==> src/sv/pdls_pkg.sv <==
package pdls_pkg;

  // Input opcodes
  localparam logic OP_START = 1'b0;
  localparam logic OP_STEP  = 1'b1;

  // Configuration register indexes
  localparam logic [1:0] REG_PATTERN_MODE = 2'd0;
  localparam logic [1:0] REG_PIXEL_COLOR  = 2'd1;
  localparam logic [1:0] REG_FRAME_WIDTH  = 2'd2;
  localparam logic [1:0] REG_FRAME_HEIGHT = 2'd3;

  // Pattern modes; undefined codes fall back to solid
  localparam logic [2:0] MODE_SOLID   = 3'd0;
  localparam logic [2:0] MODE_DOTTED  = 3'd1;
  localparam logic [2:0] MODE_DASHED  = 3'd2;
  localparam logic [2:0] MODE_DASHDOT = 3'd3;
  localparam logic [2:0] MODE_THICK   = 3'd4;

  localparam logic [3:0] PHASE_LAST    = 4'd9;
  localparam logic [3:0] DASH_LEN      = 4'd5;
  localparam logic [3:0] DOT_PHASE     = 4'd7;
  localparam logic [2:0] THICK_LAST    = 3'd4;

  localparam logic [2:0]  RST_PATTERN_MODE = MODE_SOLID;
  localparam logic [23:0] RST_PIXEL_COLOR  = 24'hFFFFFF;
  localparam logic [11:0] RST_FRAME_WIDTH  = 12'd1181;
  localparam logic [11:0] RST_FRAME_HEIGHT = 12'd701;

  typedef struct packed {
    logic       start;      // load endpoints, set up division
    logic       div_step;   // one quotient bit per axis
    logic       emit;       // load result register for slot
    logic       emit_idle;  // load the idle response
    logic       advance;    // move to the next step of the line
    logic [2:0] slot;
  } pdls_cmd_t;

  typedef struct packed {
    logic line_active;
    logic thick;
    logic out_last;
  } pdls_sts_t;

  // Pixel offsets of the five thick-mode results, centre first
  function automatic logic [3:0] off_x(input logic [2:0] slot);
    logic [3:0] r;
    case (slot)
      3'd1:    r = 4'd11;
      3'd2:    r = 4'd9;
      3'd3:    r = 4'd11;
      3'd4:    r = 4'd9;
      default: r = 4'd10;
    endcase
    return r;
  endfunction

  function automatic logic [3:0] off_y(input logic [2:0] slot);
    logic [3:0] r;
    case (slot)
      3'd1:    r = 4'd9;
      3'd2:    r = 4'd11;
      3'd3:    r = 4'd11;
      3'd4:    r = 4'd9;
      default: r = 4'd10;
    endcase
    return r;
  endfunction

endpackage

==> src/sv/pdls_ctrl.sv <==
module pdls_ctrl import pdls_pkg::*; #(
  parameter int FRAC_BITS = 16
) (
  input  logic      clk_i,
  input  logic      rst_ni,
  input  logic      in_valid_i,
  output logic      in_stall_o,
  input  logic      opcode_i,
  output logic      out_valid_o,
  input  logic      out_stall_i,
  input  pdls_sts_t sts_i,
  output pdls_cmd_t cmd_o
);

  localparam int CNT_W = $clog2(FRAC_BITS + 1);
  localparam logic [CNT_W-1:0] CNT_LAST = CNT_W'(FRAC_BITS);

  typedef enum logic [2:0] {
    ST_IDLE = 3'b001,
    ST_DIV  = 3'b010,
    ST_OUT  = 3'b100
  } ctl_state_e;

  ctl_state_e       state_q, state_d;
  logic [CNT_W-1:0] cnt_q, cnt_d;
  logic [2:0]       slot_q, slot_d;

  assign in_stall_o  = (state_q != ST_IDLE);
  assign out_valid_o = (state_q == ST_OUT);

  always_comb begin
    state_d = state_q;
    cnt_d   = cnt_q;
    slot_d  = slot_q;
    cmd_o   = '0;
    unique case (state_q)
      ST_IDLE: begin
        if (in_valid_i) begin
          if (opcode_i == OP_START) begin
            cmd_o.start = 1'b1;
            cnt_d       = '0;
            state_d     = ST_DIV;
          end else if (!sts_i.line_active) begin
            cmd_o.emit_idle = 1'b1;
            state_d         = ST_OUT;
          end else begin
            cmd_o.emit    = 1'b1;
            cmd_o.slot    = '0;
            cmd_o.advance = !sts_i.thick;
            slot_d        = 3'd1;
            state_d       = ST_OUT;
          end
        end
      end
      ST_DIV: begin
        cmd_o.div_step = 1'b1;
        cnt_d          = cnt_q + 1'b1;
        if (cnt_q == CNT_LAST) begin
          state_d = ST_IDLE;
        end
      end
      ST_OUT: begin
        if (!out_stall_i) begin
          if (sts_i.out_last) begin
            state_d = ST_IDLE;
          end else begin
            // next neighbor of a thick step
            cmd_o.emit    = 1'b1;
            cmd_o.slot    = slot_q;
            cmd_o.advance = (slot_q == THICK_LAST);
            slot_d        = slot_q + 1'b1;
          end
        end
      end
      default: state_d = ST_IDLE;
    endcase
  end

  always_ff @(posedge clk_i or negedge rst_ni) begin
    if (!rst_ni) begin
      state_q <= ST_IDLE;
      cnt_q   <= '0;
      slot_q  <= '0;
    end else begin
      state_q <= state_d;
      cnt_q   <= cnt_d;
      slot_q  <= slot_d;
    end
  end

endmodule

==> src/sv/pdls_datapath.sv <==
module pdls_datapath import pdls_pkg::*; #(
  parameter int COORD_BITS = 11,
  parameter int FRAC_BITS  = 16
) (
  input  logic                  clk_i,
  input  logic                  rst_ni,
  input  pdls_cmd_t             cmd_i,
  output pdls_sts_t             sts_o,
  input  logic [COORD_BITS-1:0] x_start_i,
  input  logic [COORD_BITS-1:0] y_start_i,
  input  logic [COORD_BITS-1:0] x_end_i,
  input  logic [COORD_BITS-1:0] y_end_i,
  input  logic                  cfg_we_i,
  input  logic [1:0]            cfg_index_i,
  input  logic [23:0]           cfg_data_i,
  output logic [COORD_BITS-1:0] pixel_x_o,
  output logic [COORD_BITS-1:0] pixel_y_o,
  output logic [23:0]           color_o,
  output logic                  plot_o,
  output logic                  last_of_step_o,
  output logic                  line_done_o
);

  localparam int C    = COORD_BITS;
  localparam int F    = FRAC_BITS;
  localparam int PW   = C + F + 2;         // position width
  localparam int VW   = PW + 1;            // position minus offset
  localparam int TW   = VW - F;            // truncated coordinate
  localparam int IW   = F + 2;             // increment width
  localparam int CMPW = (TW > 13) ? TW : 13;
  localparam logic [PW-1:0] HALF = PW'(1) << (F - 1);

  // configuration
  logic [2:0]  mode_q;
  logic [23:0] color_q;
  logic [11:0] fw_q, fh_q;

  // line state
  logic [PW-1:0] pos_x_q, pos_y_q;
  logic [C-1:0]  len_q, step_q;
  logic [3:0]    phase_q;
  logic          active_q;

  // divider
  logic [C:0]    rx_q, ry_q;
  logic [F:0]    qx_q, qy_q;
  logic          negx_q, negy_q, zero_q;

  // result register
  logic [C-1:0]  px_q, py_q;
  logic [23:0]   ocolor_q;
  logic          plot_q, last_q, done_q;

  // start set-up
  logic [C:0]    dx, dy;
  logic [C-1:0]  ax, ay, len_d;
  logic [PW-1:0] hx, hy;

  always_comb begin
    dx    = {1'b0, x_end_i} - {1'b0, x_start_i};
    dy    = {1'b0, y_end_i} - {1'b0, y_start_i};
    ax    = dx[C] ? C'(-dx) : dx[C-1:0];
    ay    = dy[C] ? C'(-dy) : dy[C-1:0];
    len_d = (ax > ay) ? ax : ay;
    hx    = (dx == '0) ? '0 : (dx[C] ? -HALF : HALF);
    hy    = (dy == '0) ? '0 : (dy[C] ? -HALF : HALF);
  end

  // restoring division, one bit per cycle
  logic         bx, by;
  logic [C:0]   rx_n, ry_n;

  always_comb begin
    bx   = (rx_q >= {1'b0, len_q});
    by   = (ry_q >= {1'b0, len_q});
    rx_n = bx ? (rx_q - {1'b0, len_q}) : rx_q;
    ry_n = by ? (ry_q - {1'b0, len_q}) : ry_q;
  end

  logic [IW-1:0] inc_x, inc_y;

  always_comb begin
    inc_x = zero_q ? '0 : (negx_q ? -{1'b0, qx_q} : {1'b0, qx_q});
    inc_y = zero_q ? '0 : (negy_q ? -{1'b0, qy_q} : {1'b0, qy_q});
  end

  // pixel for the selected slot
  logic [VW-1:0]   offx_v, offy_v, vx, vy;
  logic [TW-1:0]   tx, ty;
  logic            in_frame, hit, done, thick;

  always_comb begin
    offx_v   = VW'({off_x(cmd_i.slot), {F{1'b0}}});
    offy_v   = VW'({off_y(cmd_i.slot), {F{1'b0}}});
    vx       = {pos_x_q[PW-1], pos_x_q} - offx_v;
    vy       = {pos_y_q[PW-1], pos_y_q} - offy_v;
    // floor plus one for negative values with a fraction: round toward zero
    tx       = vx[VW-1:F] + TW'(vx[VW-1] & (|vx[F-1:0]));
    ty       = vy[VW-1:F] + TW'(vy[VW-1] & (|vy[F-1:0]));
    in_frame = !tx[TW-1] && !ty[TW-1] &&
               (CMPW'(tx) < CMPW'(fw_q)) && (CMPW'(ty) < CMPW'(fh_q));
    thick    = (mode_q == MODE_THICK);
    done     = (step_q == len_q);
    case (mode_q)
      MODE_DOTTED:  hit = (step_q[1:0] == 2'b00);
      MODE_DASHED:  hit = (phase_q < DASH_LEN);
      MODE_DASHDOT: hit = (phase_q < DASH_LEN) || (phase_q == DOT_PHASE);
      default:      hit = 1'b1;
    endcase
  end

  assign sts_o.line_active = active_q;
  assign sts_o.thick       = thick;
  assign sts_o.out_last    = last_q;

  assign pixel_x_o      = px_q;
  assign pixel_y_o      = py_q;
  assign color_o        = ocolor_q;
  assign plot_o         = plot_q;
  assign last_of_step_o = last_q;
  assign line_done_o    = done_q;

  always_ff @(posedge clk_i or negedge rst_ni) begin
    if (!rst_ni) begin
      mode_q   <= RST_PATTERN_MODE;
      color_q  <= RST_PIXEL_COLOR;
      fw_q     <= RST_FRAME_WIDTH;
      fh_q     <= RST_FRAME_HEIGHT;
      active_q <= 1'b0;
      step_q   <= '0;
      phase_q  <= '0;
      len_q    <= '0;
      pos_x_q  <= '0;
      pos_y_q  <= '0;
      zero_q   <= 1'b1;
      last_q   <= 1'b1;
    end else begin
      if (cfg_we_i) begin
        unique case (cfg_index_i)
          REG_PATTERN_MODE: mode_q  <= cfg_data_i[2:0];
          REG_PIXEL_COLOR:  color_q <= cfg_data_i;
          REG_FRAME_WIDTH:  fw_q    <= cfg_data_i[11:0];
          REG_FRAME_HEIGHT: fh_q    <= cfg_data_i[11:0];
          default: ;
        endcase
      end
      if (cmd_i.start) begin
        pos_x_q  <= {2'b00, x_start_i, {F{1'b0}}} + hx;
        pos_y_q  <= {2'b00, y_start_i, {F{1'b0}}} + hy;
        len_q    <= len_d;
        zero_q   <= (len_d == '0);
        step_q   <= '0;
        phase_q  <= '0;
        active_q <= 1'b1;
      end else if (cmd_i.advance) begin
        pos_x_q <= pos_x_q + {{C{inc_x[IW-1]}}, inc_x};
        pos_y_q <= pos_y_q + {{C{inc_y[IW-1]}}, inc_y};
        step_q  <= step_q + 1'b1;
        phase_q <= (phase_q == PHASE_LAST) ? '0 : phase_q + 1'b1;
        if (done) begin
          active_q <= 1'b0;
        end
      end
      if (cmd_i.emit) begin
        last_q <= !thick || (cmd_i.slot == THICK_LAST);
      end else if (cmd_i.emit_idle) begin
        last_q <= 1'b1;
      end
    end
  end

  // payload registers
  always_ff @(posedge clk_i) begin
    if (cmd_i.start) begin
      rx_q   <= {1'b0, ax};
      ry_q   <= {1'b0, ay};
      negx_q <= dx[C];
      negy_q <= dy[C];
    end else if (cmd_i.div_step) begin
      rx_q <= {rx_n[C-1:0], 1'b0};
      ry_q <= {ry_n[C-1:0], 1'b0};
      qx_q <= {qx_q[F-1:0], bx};
      qy_q <= {qy_q[F-1:0], by};
    end
    if (cmd_i.emit) begin
      px_q     <= tx[C-1:0];
      py_q     <= ty[C-1:0];
      ocolor_q <= color_q;
      plot_q   <= hit && in_frame;
      done_q   <= done;
    end else if (cmd_i.emit_idle) begin
      px_q     <= '0;
      py_q     <= '0;
      ocolor_q <= color_q;
      plot_q   <= 1'b0;
      done_q   <= 1'b1;
    end
  end

endmodule

==> src/sv/patterned_dda_line_stepper.sv <==
// Channel   Direction  Handshake                 Payload
// in        request    in_valid_i / in_stall_o   opcode, x_start, y_start, x_end, y_end
// out       result     out_valid_o / out_stall_i pixel_x, pixel_y, color, plot,
//                                                last_of_step, line_done
// cfg       write      cfg_valid_i / cfg_ready_o cfg_index_i, cfg_data_i
//
// A step request gives one result, or five in thick mode: the block accepts it and
// then loads each result in turn into the output register.
// A start request runs the bit-serial divider that forms both increments in
// parallel, one quotient bit per cycle.
// Reset returns to idle with the configuration at its reset values.
// A stalled result holds the output register and the block takes no new request.
module patterned_dda_line_stepper import pdls_pkg::*; #(
  parameter int COORD_BITS = 11,
  parameter int FRAC_BITS  = 16
) (
  input  logic                  clk_i,
  input  logic                  rst_ni,
  input  logic                  in_valid_i,
  output logic                  in_stall_o,
  input  logic                  opcode_i,
  input  logic [COORD_BITS-1:0] x_start_i,
  input  logic [COORD_BITS-1:0] y_start_i,
  input  logic [COORD_BITS-1:0] x_end_i,
  input  logic [COORD_BITS-1:0] y_end_i,
  output logic                  out_valid_o,
  input  logic                  out_stall_i,
  output logic [COORD_BITS-1:0] pixel_x_o,
  output logic [COORD_BITS-1:0] pixel_y_o,
  output logic [23:0]           color_o,
  output logic                  plot_o,
  output logic                  last_of_step_o,
  output logic                  line_done_o,
  input  logic                  cfg_valid_i,
  output logic                  cfg_ready_o,
  input  logic [1:0]            cfg_index_i,
  input  logic [23:0]           cfg_data_i
);

  pdls_cmd_t cmd;
  pdls_sts_t sts;

  assign cfg_ready_o = 1'b1;

  pdls_ctrl #(
    .FRAC_BITS(FRAC_BITS)
  ) u_ctrl (
    .clk_i      (clk_i),
    .rst_ni     (rst_ni),
    .in_valid_i (in_valid_i),
    .in_stall_o (in_stall_o),
    .opcode_i   (opcode_i),
    .out_valid_o(out_valid_o),
    .out_stall_i(out_stall_i),
    .sts_i      (sts),
    .cmd_o      (cmd)
  );

  pdls_datapath #(
    .COORD_BITS(COORD_BITS),
    .FRAC_BITS (FRAC_BITS)
  ) u_dp (
    .clk_i         (clk_i),
    .rst_ni        (rst_ni),
    .cmd_i         (cmd),
    .sts_o         (sts),
    .x_start_i     (x_start_i),
    .y_start_i     (y_start_i),
    .x_end_i       (x_end_i),
    .y_end_i       (y_end_i),
    .cfg_we_i      (cfg_valid_i & cfg_ready_o),
    .cfg_index_i   (cfg_index_i),
    .cfg_data_i    (cfg_data_i),
    .pixel_x_o     (pixel_x_o),
    .pixel_y_o     (pixel_y_o),
    .color_o       (color_o),
    .plot_o        (plot_o),
    .last_of_step_o(last_of_step_o),
    .line_done_o   (line_done_o)
  );

endmodule

==> config.mk <==
export PLATFORM = sky130hd
export DESIGN_NAME = patterned_dda_line_stepper
export DESIGN_NICKNAME = d
export VERILOG_FILES = /design/src/sv/pdls_pkg.sv /design/src/sv/pdls_ctrl.sv /design/src/sv/pdls_datapath.sv /design/src/sv/patterned_dda_line_stepper.sv
export SDC_FILE = /design/constraint.sdc
export NUM_CORES = 1
export LEC_CHECK = 0
export ABC_AREA = 1
export BUFFER_PORTS_ARGS = -buffer_cell sky130_fd_sc_hd__buf_2
export CAP_MARGIN = 5
export CELL_PAD_IN_SITES_DETAIL_PLACEMENT = 1
export CELL_PAD_IN_SITES_GLOBAL_PLACEMENT = 1
export CORE_MARGIN = 4
export CORE_UTILIZATION = 46
export DETAILED_ROUTE_END_ITERATION = 8
export GPL_ROUTABILITY_DRIVEN = 0
export PLACE_DENSITY = 0.85
export SETUP_SLACK_MARGIN = 0.5
export SYNTH_ARGS = -nofsm -noshare
export SYNTH_HDL_FRONTEND = slang
export SYNTH_HIERARCHICAL = 1
export SYNTH_SLANG_ARGS = --single-unit
==> constraint.sdc <==
create_clock -name clk_i -period 7 [get_ports clk_i]
set_clock_uncertainty 0.05 [all_clocks]
set_input_delay 0.7 -clock clk_i [delete_from_list [all_inputs] [get_ports clk_i]]
set_output_delay 0.7 -clock clk_i [all_outputs]
set_load 0.05 [all_outputs]
==> out/summary.log, run 1 <==
qor: cells_and_area.drive_above_1_share 10.4%
qor: yosys.async_flop_share 58.0%
qor: yosys.ys_warn_count 6
qor: timing.maxClockFrequency 0.173 GHz
qor: grt.overall_track_demand_over_capacity_in_global_routing 27.7%
qor: timing.max-slew-margin-rel 22.2%
qor: yosys.mappedNetlistNets 3060
qor: critical_path.crit_path_max_fanout 7
qor: grt.number_of_antenna_violations_at_the_first_check_in_global_routing 1
qor: clock_network.cts_tree yes
qor: clock_network.tritoncts.num_buffers 30
qor: die.floorplan.initialDensity 46.4%
qor: clock_network.setup_bufs_post_cts 0
qor: grt.overflow 0
qor: clock_network.cts_max_level 1
qor: cells_and_area.synthToLayoutAreaGrowth 10.9%
qor: drt.drt_drc_violations_left 0
qor: grt.grt_max_degree 70
qor: yosys.post_synth_edffs 106
qor: drt.vias 19800
qor: drt.final_antenna_net_count 0
qor: timing.final_min_period_over_clock_period 82.4%
qor: power.power.share.sequential 26.6%
qor: yosys.total_standard_cell_area_after_synthesis 20500 um^2
qor: die.fp.dieH 219 um
qor: timing.rsz0062_at_grt no
qor: timing.final.min_clock_period 5.77 ns
qor: drt.routed_wirelength 67.0 mm
qor: cells_and_area.sequential_cell_area 7000 um^2
qor: timing.worst_pin_slew 1.16 ns
qor: placed_design.dpl_cell_area 21700 um^2
qor: timing.report.final.setup_viol 0
qor: critical_path.slowest_stage sky130_fd_sc_hd__a2111oi_0
qor: cells_and_area.postLayoutCellArea 22700 um^2
qor: power.combinational_fraction_of_design_power 56.5%
qor: drt.route.detailed.vias_per_inst 5.60
qor: power.power_switching 4.74 mW
qor: yosys.netlist_top_cells_area sky130_fd_sc_hd__edfxtp_1, sky130_fd_sc_hd__dfrtp_1, sky130_fd_sc_hd__nand2_1
qor: timing.least_setup_slack_across_all_paths_after_layout 1.23 ns
qor: timing.hold_violations 0
qor: die.die_footprint 48000 um^2
qor: yosys.yosys_most_used_dff sky130_fd_sc_hd__dfrtp_1
qor: clock_network.clkTransAtPathRegs 0.06 ns
qor: critical_path.setup.worst_path.end_class register
qor: placed_design.dp_slack 1.10 ns
qor: power.total_leakage_power 11.0 nW
qor: yosys.yosysUniqueCellTypes 70
qor: job.maxCapViolCount 0
qor: placed_design.buffer_ports.inserted 126
qor: power.p_int 4.89 mW
qor: critical_path.crit_path_max_incr_delay 0.45 ns
qor: yosys.syn-mean-instance-area 7.33 um^2
qor: power.pwr-share-clk 16.9%
qor: die.floorplan.rows 77
qor: yosys.netlist_instances 2796
qor: power.power.ir.vdd_worst 0.246 mV
qor: yosys.synth_seq_cells 257
qor: die.placeableCoreArea 44100 um^2
qor: clock_network.ctsLongestPathBuffers 3
qor: placed_design.detail_placement_hpwl 53.0 mm
qor: timing.totalNegativeSetupSlack 0 ns
qor: run_status.status finished clean
qor: critical_path.crit_arrival 6.16 ns
qor: cells_and_area.final_util 51.5%
qor: clock_network.cts_num_sinks 257
qor: power.power_switching_share 49.2%
qor: yosys.part_of_the_yosys_area_used_for_sequential_elements 34.2%
qor: cells_and_area.number_of_filler_cells_placed_in_the_layout 5697
qor: critical_path.critical_path_required 7.39 ns
qor: die.ioPinCount 128
qor: drt.wire_per_inst 19.0 um
qor: clock_network.holdBufCountCts 0
qor: clock_network.cts-resized-gates 0
qor: clock_network.cts_root_buffer sky130_fd_sc_hd__clkbuf_16
qor: min_path.timing.hold.worst.class primary input to async pin
qor: clock_network.clk_latency 0.58 ns
qor: critical_path.critPathMostFrequentCell sky130_fd_sc_hd__nand2_1
qor: timing.drv_slew 0
qor: drt.dr.pass1.iters 5
qor: cells_and_area.fin_nets 3177
qor: grt.grt_first_pass_wirelength 108 mm
qor: yosys.synth.top_cell.area_share 15.5%
qor: die.die_w 219 um
qor: critical_path.crit_start_category register
qor: yosys.synth.largest_area_cell sky130_fd_sc_hd__edfxtp_1
qor: cells_and_area.num_antenna_cells 0
qor: drt.drt_first_iter_violations 1093
qor: power.power_density 423 nW/um^2
qor: grt.first_global_vias 20800
qor: cells_and_area.footprint_of_the_multi_input_gates 11700 um^2
qor: critical_path.critPathKind register to register
-- Yosys cell counts (12+ instances only) --
cell / n
sky130_fd_sc_hd__nand2_1: 655
sky130_fd_sc_hd__inv_1: 399
sky130_fd_sc_hd__nor2_1: 254
sky130_fd_sc_hd__o21ai_0: 229
sky130_fd_sc_hd__a21oi_1: 190
sky130_fd_sc_hd__nand3_1: 180
sky130_fd_sc_hd__ha_1: 178
sky130_fd_sc_hd__dfrtp_1: 109
sky130_fd_sc_hd__edfxtp_1: 106
sky130_fd_sc_hd__xor2_1: 59
sky130_fd_sc_hd__nor3_1: 48
sky130_fd_sc_hd__dfstp_2: 40
sky130_fd_sc_hd__clkbuf_1: 38
sky130_fd_sc_hd__nand4_1: 30
sky130_fd_sc_hd__a31oi_1: 21
sky130_fd_sc_hd__xnor2_1: 21
sky130_fd_sc_hd__a21o_1: 17
sky130_fd_sc_hd__o21bai_1: 15
sky130_fd_sc_hd__o211ai_1: 13
sky130_fd_sc_hd__mux2_2: 12
sky130_fd_sc_hd__nand2_2: 12
sky130_fd_sc_hd__o21ai_1: 12
-- state kept, by name, indices dropped and copies added (netlist names), 3 cells and up --
| signal | count |
|---|---|
| u_dp/phase_q | 4 |
| u_dp/rx_q | 12 |
| u_dp/qx_q | 17 |
| u_dp/fw_q | 12 |
| u_dp/len_q | 11 |
| u_dp/color_q | 24 |
| u_ctrl/slot_q | 3 |
| u_ctrl/cnt_q | 5 |
| u_dp/pixel_x_o | 11 |
| u_dp/pixel_y_o | 11 |
| u_dp/fh_q | 12 |
| u_dp/color_o | 24 |
| u_dp/pos_x_q | 29 |
| u_dp/mode_q | 3 |
| u_dp/ry_q | 12 |
| u_dp/qy_q | 17 |
| u_dp/pos_y_q | 29 |
| u_ctrl/state_q | 3 |
| u_dp/step_q | 11 |
-- metrics by stage --
stage | hold slack [ns] | std cells | total power [mW]
finish | 0.0940 | 3529 | 9.62
global route | 0.116 | 3529 | 10.5
CTS | 0.0906 | 3529 | 9.60
detailed placement | 0.395 | 3473 | 7.91
global placement | 0.386 | 3473 | 7.58
floorplan | 0.354 | 2796 | 6.37
-- critical path: cells and delay by family, from the launching register on --
family	cells	cell delay, ns
AND/OR/NAND/NOR	24	2.78
AO/OA/AOI/OAI	4	0.97
adder cells (fa/ha/maj)	4	0.72
buffers and inverters	6	0.48
flip-flops	1	0.42
XOR/XNOR	1	0.20
-- placed cells by master, fill, tap and decap left out, types with 30 or more instances in the layout --
master                      instances
sky130_fd_sc_hd__a21oi_1          190
sky130_fd_sc_hd__buf_2            125
sky130_fd_sc_hd__clkbuf_16         33
sky130_fd_sc_hd__dfrtp_1          109
sky130_fd_sc_hd__dfstp_2           40
sky130_fd_sc_hd__edfxtp_1         106
sky130_fd_sc_hd__ha_1             178
sky130_fd_sc_hd__inv_1            399
sky130_fd_sc_hd__nand2_1          655
sky130_fd_sc_hd__nand3_1          180
sky130_fd_sc_hd__nand4_1           30
sky130_fd_sc_hd__nor2_1           250
sky130_fd_sc_hd__nor3_1            48
sky130_fd_sc_hd__o21ai_0          229
sky130_fd_sc_hd__xor2_1            59
-- worst paths after layout --
path,start,to,slack [ns],cells after the start
max in group asynchronous,rst_ni,u_dp/pos_x_q[24],5.75,2
min in group clk_i,cfg_data_i[15],u_dp/color_q[15],0.31,2
worst max-delay path,u_ctrl/state_q[1],u_dp/plot_o,1.23,39
worst min-delay path,rst_ni,u_dp/fw_q[5],0.09,1
worst max register to register,u_ctrl/state_q[1],u_dp/plot_o,1.23,39
worst min register to register,u_dp/qx_q[0],u_dp/qx_q[1],0.41,0
-- routing by layer --
layer / routed length (um) / part of all wire [%] / track usage, %
met1: 28600 / 43 / 34.7
met2: 32600 / 49 / 49.4
met3: 3440 / 5.1 / 3.42
met4: 2400 / 3.6 / 9.75
met5: 12 / 0.018 / 0
-- power groups by stage --
stage	clock network, mW	registers (mW)	logic (mW)
global placement	0	2.53	5.04
global route	1.73	2.60	6.13
CTS	1.65	2.55	5.40
floorplan	0	2.57	3.81
finish	1.63	2.56	5.44
detailed placement	0	2.57	5.34
-- kinds of logic (layout without fill, tap and decap cells) --
family          count (synthesis)  after routing  synth area share (%)
fa+ha+maj                     188            188                  11.8
mux                            13             13                 0.708
compound gates                551            551                  15.0
buf+inv                       463            604                  8.91
flops                         257            257                  34.2
other cells                     1              1                0.0183
xor+xnor                       82             82                  3.58
simple gates                 1241           1241                  25.8
-- layout make-up --
type                    count  area share (%)
flip-flops and latches    257            30.8
well taps                 592            3.26
multi-input cells        2076            51.4
repair buffers            139            3.23
clock inverters            15           0.677
inverters                 409            6.76
clock buffers              41            3.85
(Power assumes the default switching activity.)
==> run 2: changes to the inputs <==
--- a/config.mk
+++ b/config.mk
@@ -5,16 +5,16 @@
 export SDC_FILE = /design/constraint.sdc
 export NUM_CORES = 1
 export LEC_CHECK = 0
-export ABC_AREA = 1
+export ABC_AREA = 0
 export BUFFER_PORTS_ARGS = -buffer_cell sky130_fd_sc_hd__buf_2
 export CAP_MARGIN = 5
 export CELL_PAD_IN_SITES_DETAIL_PLACEMENT = 1
 export CELL_PAD_IN_SITES_GLOBAL_PLACEMENT = 1
 export CORE_MARGIN = 4
-export CORE_UTILIZATION = 46
+export CORE_UTILIZATION = 44
 export DETAILED_ROUTE_END_ITERATION = 8
 export GPL_ROUTABILITY_DRIVEN = 0
-export PLACE_DENSITY = 0.85
+export PLACE_DENSITY = 0.81
 export SETUP_SLACK_MARGIN = 0.5
 export SYNTH_ARGS = -nofsm -noshare
 export SYNTH_HDL_FRONTEND = slang
==> constraint.sdc (replaced) <==
create_clock -name clk_i -period 4.6 [get_ports clk_i]
set_clock_uncertainty 0.05 [all_clocks]
set_input_delay 0.46 -clock clk_i [delete_from_list [all_inputs] [get_ports clk_i]]
set_output_delay 0.46 -clock clk_i [all_outputs]
set_load 0.05 [all_outputs]
==> run 2 against run 1 <==
Against the previous run: the flow now finishes with violations (negative setup slack); critical path depth shrank 18; sequential share of layout area down 4.0 points; global-route usage shrank 0.59 points; clock-buffer cell count rose by 2; clock power grew 53%; core utilization is 8.9 points higher; first-iteration DRC count is 55% higher; combinational power increased by 130%; maximum frequency is 3.1% lower; largest power group unchanged; highest routed layer unchanged.
==> out/summary.log, run 2 <==
qor: cells_and_area.synthToLayoutAreaGrowth 35.2%
qor: drt.routed_wirelength 83.8 mm [+25%]
qor: yosys.total_standard_cell_area_after_synthesis 19300 um^2 [-5.8%]
qor: yosys.ys_warn_count 6 [unchanged]
qor: power.total_leakage_power 11.6 nW [+5.3%]
qor: yosys.yosys_most_used_dff sky130_fd_sc_hd__dfrtp_1
qor: placed_design.detail_placement_hpwl 45.9 mm [-13%]
qor: timing.final_min_period_over_clock_period 129% [+47 points]
qor: clock_network.cts_max_level 1 [unchanged]
qor: drt.dr.pass1.iters 6 [+1]
qor: cells_and_area.postLayoutCellArea 26100 um^2 [+15%]
qor: power.pwr-share-clk 13.1% [-3.8 points]
qor: job.maxCapViolCount 0 [unchanged]
qor: run_status.status complete, but fails checks
qor: clock_network.cts_tree yes
qor: power.power.share.sequential 21.3% [-5.3 points]
qor: cells_and_area.final_util 60.4% [+8.9 points]
qor: timing.hold_violations 0 [unchanged]
qor: yosys.yosysUniqueCellTypes 88 [+26%]
qor: yosys.netlist_top_cells_area sky130_fd_sc_hd__edfxtp_1, sky130_fd_sc_hd__dfrtp_1, sky130_fd_sc_hd__ha_1
qor: timing.final.min_clock_period 5.96 ns [+0.186 ns]
qor: power.power_switching 9.04 mW [+91%]
qor: yosys.netlist_instances 2035 [-27%]
qor: critical_path.depth_of_the_worst_register_to_register_path 21 [-46%]
qor: drt.route.detailed.vias_per_inst 6.31 [+13%]
qor: drt.drt_drc_violations_left 0 [unchanged]
qor: yosys.syn-mean-instance-area 9.49 um^2 [+29%]
qor: clock_network.tritoncts.num_buffers 29 [-3.3%]
qor: cells_and_area.layout_top_registers u_dp/pos_x_q: 29 flops, u_dp/pos_y_q: 29 flops
qor: cells_and_area.number_of_filler_cells_placed_in_the_layout 4698 [-18%]
qor: die.ioPinCount 128 [unchanged]
qor: timing.worst_pin_slew 1.31 ns [+0.144 ns]
qor: min_path.timing.hold.worst.class primary input to register
qor: cells_and_area.fin_nets 2739 [-14%]
qor: power.combinational_fraction_of_design_power 65.6% [+9.1 points]
qor: yosys.part_of_the_yosys_area_used_for_sequential_elements 36.3% [+2.1 points]
qor: yosys.post_synth_edffs 106 [unchanged]
qor: power.power_density 731 nW/um^2 [+73%]
qor: cells_and_area.num_antenna_cells 0 [unchanged]
qor: yosys.post-synth-top-count-cell sky130_fd_sc_hd__nor2_1
qor: die.floorplan.initialDensity 44.6% [-1.8 points]
qor: yosys.list_of_most_frequent_post_synthesis_cells sky130_fd_sc_hd__nor2_1, sky130_fd_sc_hd__ha_1, sky130_fd_sc_hd__inv_1
qor: grt.overflow 0 [unchanged]
qor: power.p_int 10.0 mW [+110%]
qor: clock_network.clk_latency 0.60 ns [+0.02 ns]
qor: grt.grt_first_pass_wirelength 105 mm [-3.0%]
qor: placed_design.dpl_cell_area 22600 um^2 [+3.9%]
qor: yosys.synth.largest_area_cell sky130_fd_sc_hd__edfxtp_1
qor: power.power_switching_share 47.4% [-1.8 points]
qor: die.floorplan.rows 76 [-1.3%]
qor: yosys.synth_seq_cells 257 [unchanged]
qor: yosys.synth.top_cell.area_share 16.5% [+0.95 points]
qor: timing.rsz0062_at_grt yes
qor: cells_and_area.final_cell_count_no_fill 3083 [-13%]
qor: placed_design.placed_cells_incl_taps 2912 [-16%]
qor: die.fp.dieH 217 um [-0.71%]
qor: placed_design.buffer_ports.inserted 126 [unchanged]
qor: drt.vias 19500 [-1.6%]
qor: drt.drt_first_iter_violations 1696 [+55%]
qor: timing.report.final.setup_viol 21 [+21]
qor: grt.grt_max_degree 120 [+71%]
qor: cells_and_area.commonest_non_fill_non_tap_cells_in_the_layout sky130_fd_sc_hd__buf_4, sky130_fd_sc_hd__nor2_1, sky130_fd_sc_hd__ha_1, sky130_fd_sc_hd__inv_1, sky130_fd_sc_hd__buf_2
qor: timing.holdWs 0.0441 ns [-0.0499 ns]
qor: timing.max-slew-margin-rel 12.5% [-9.7 points]
qor: run_status.failed_checks negative setup slack
qor: power.total_power 19.1 mW [+98%]
qor: clock_network.cts_root_buffer sky130_fd_sc_hd__clkbuf_16
qor: critical_path.critPathKind register to register
qor: timing.least_setup_slack_across_all_paths_after_layout -1.36 ns [-2.59 ns]
qor: critical_path.crit_arrival 6.29 ns [+0.13 ns]
qor: critical_path.crit_path_max_fanout 4 [-3]
qor: min_path.worstHoldPathCells 2
qor: die.die_footprint 47300 um^2 [-1.4%]
qor: cells_and_area.drive_above_1_share 36.5% [+26 points]
qor: drt.wire_per_inst 27.2 um [+43%]
qor: die.placeableCoreArea 43300 um^2 [-1.9%]
qor: power.power.ir.vdd_worst 0.322 mV [+31%]
qor: grt.first_global_vias 19400 [-6.5%]
qor: yosys.mappedNetlistNets 2299 [-25%]
qor: clock_network.clkTransAtPathRegs 0.07 ns [about the same]
qor: cells_and_area.footprint_of_the_multi_input_gates 13400 um^2 [+14%]
qor: clock_network.cts_num_sinks 257 [unchanged]
qor: die.die_w 217 um [-0.71%]
qor: critical_path.crit_start_category register
qor: drt.final_antenna_net_count 0 [unchanged]
qor: grt.overall_track_demand_over_capacity_in_global_routing 27.2% [-0.59 points]
qor: cells_and_area.layout_commonest_cell sky130_fd_sc_hd__buf_4
qor: timing.drv_slew 0 [unchanged]
qor: clock_network.ctsLongestPathBuffers 3 [unchanged]
qor: grt.number_of_antenna_violations_at_the_first_check_in_global_routing 1 [unchanged]
qor: critical_path.setup.worst_path.end_class register
qor: yosys.async_flop_share 58.0% [unchanged]
qor: critical_path.critical_path_required 4.93 ns [-2.46 ns]
qor: timing.maxClockFrequency 0.168 GHz [-3.1%]
qor: cells_and_area.sequential_cell_area 7000 um^2 [unchanged]
-- run 2: cell types whose count changed in the layout (fill, tap and decap cells not counted), sizes merged, moves of 77 or more --
| cell | change |
|---|---|
| nand2 | -557 |
| buf | +331 |
| inv | -264 |
| o21ai | -138 |
| nand3 | -133 |
| nor2 | -86 |
| a21oi | -77 |
-- run 2: logic make-up after synthesis --
group	Yosys count	synth area share, %
XOR/XNOR	192	8.75
multiplexers	123	6.75
AND/OR/NAND/NOR	594	15.4
buffers and inverters	203	4.08
flip-flops	257	36.3
AO/OA/AOI/OAI	476	16.1
adder cells (fa/ha/maj)	189	12.6
other	1	0.0194
-- run 2: final timing paths --
| path | slack (ns) | end | startpoint |
|---|---|---|---|
| worst max-delay path | -1.36 | u_dp/plot_o | u_ctrl/state_q[0] |
| worst min-delay path | 0.04 | u_dp/color_q[23] | cfg_data_i[23] |
| worst max register to register | -1.36 | u_dp/plot_o | u_ctrl/state_q[0] |
| worst min register to register | 0.42 | u_dp/ry_q[11] | u_dp/ry_q[11] |
| max in group asynchronous | 2.91 | u_dp/zero_q | rst_ni |
| min in group asynchronous | 0.50 | u_dp/fw_q[6] | rst_ni |
-- run 2: area by class of cell --
cell class,instances,share of cell area (%)
clock buffers,43,3.50
clock inverters,11,0.340
inverters,141,2.13
multi-input cells,1575,51.2
flip-flops and latches,257,26.8
well taps,585,2.80
repair buffers,471,13.2
-- run 2: per-layer routing --
layer	vias up	track usage (%)	share of wire (%)
li1	8215	-	-
met1	9680	33.0	37
met2	1125	48.8	49
met3	437	3.44	6.6
met4	2	10.9	7.0
met5	-	0	0.019
-- run 2: critical path, stage by stage, from the launching register on --
cell,delay [ns]
sky130_fd_sc_hd__dfstp_2,0.37
sky130_fd_sc_hd__or3b_4,0.45
sky130_fd_sc_hd__nor4_2,0.24
sky130_fd_sc_hd__buf_4,0.21
sky130_fd_sc_hd__nor2_1,0.12
sky130_fd_sc_hd__xnor2_2,0.37
sky130_fd_sc_hd__ha_2,0.34
sky130_fd_sc_hd__fa_1,0.23
sky130_fd_sc_hd__nand2b_1,0.11
sky130_fd_sc_hd__a211oi_1,0.32
sky130_fd_sc_hd__nand2b_1,0.14
sky130_fd_sc_hd__or2_2,0.32
sky130_fd_sc_hd__nor3_1,0.27
sky130_fd_sc_hd__xnor2_1,0.23
sky130_fd_sc_hd__nor3_4,0.31
sky130_fd_sc_hd__xnor2_1,0.17
sky130_fd_sc_hd__ha_1,0.31
sky130_fd_sc_hd__a22oi_2,0.22
sky130_fd_sc_hd__nand3b_1,0.17
sky130_fd_sc_hd__nor4_2,0.25
sky130_fd_sc_hd__o221ai_1,0.20
sky130_fd_sc_hd__a311oi_1,0.35
-- run 2: power by group through the flow --
stage	clock network, mW	logic [mW]	registers (mW)
2_1_floorplan	0	6.22	3.88
3_3_place_gp	0	8.66	3.88
3_5_place_dp	0	9.24	3.94
4_1_cts	2.48	10.1	3.93
5_1_grt	2.62	13.1	4.10
6_report	2.50	12.5	4.06
-- run 2: stage by stage --
stage               setup WS, ns  TNS [ns]
CTS                       -0.465    -0.674
finish                     -1.36     -5.64
floorplan                 -0.513    -0.513
global placement          -0.410    -0.668
global route               -1.49     -8.19
detailed placement        -0.701     -2.77
-- run 2: repair_timing --
item | CTS | global route
cloned | 0 | 0
endpoints found under the setup margin | 45 | 59
buffers inserted | 46 | 70
hold buffers | 1 | 0
hold endpoints to repair | 74 | 0
resized for setup | 147 | 212
pin swaps | 113 | 142
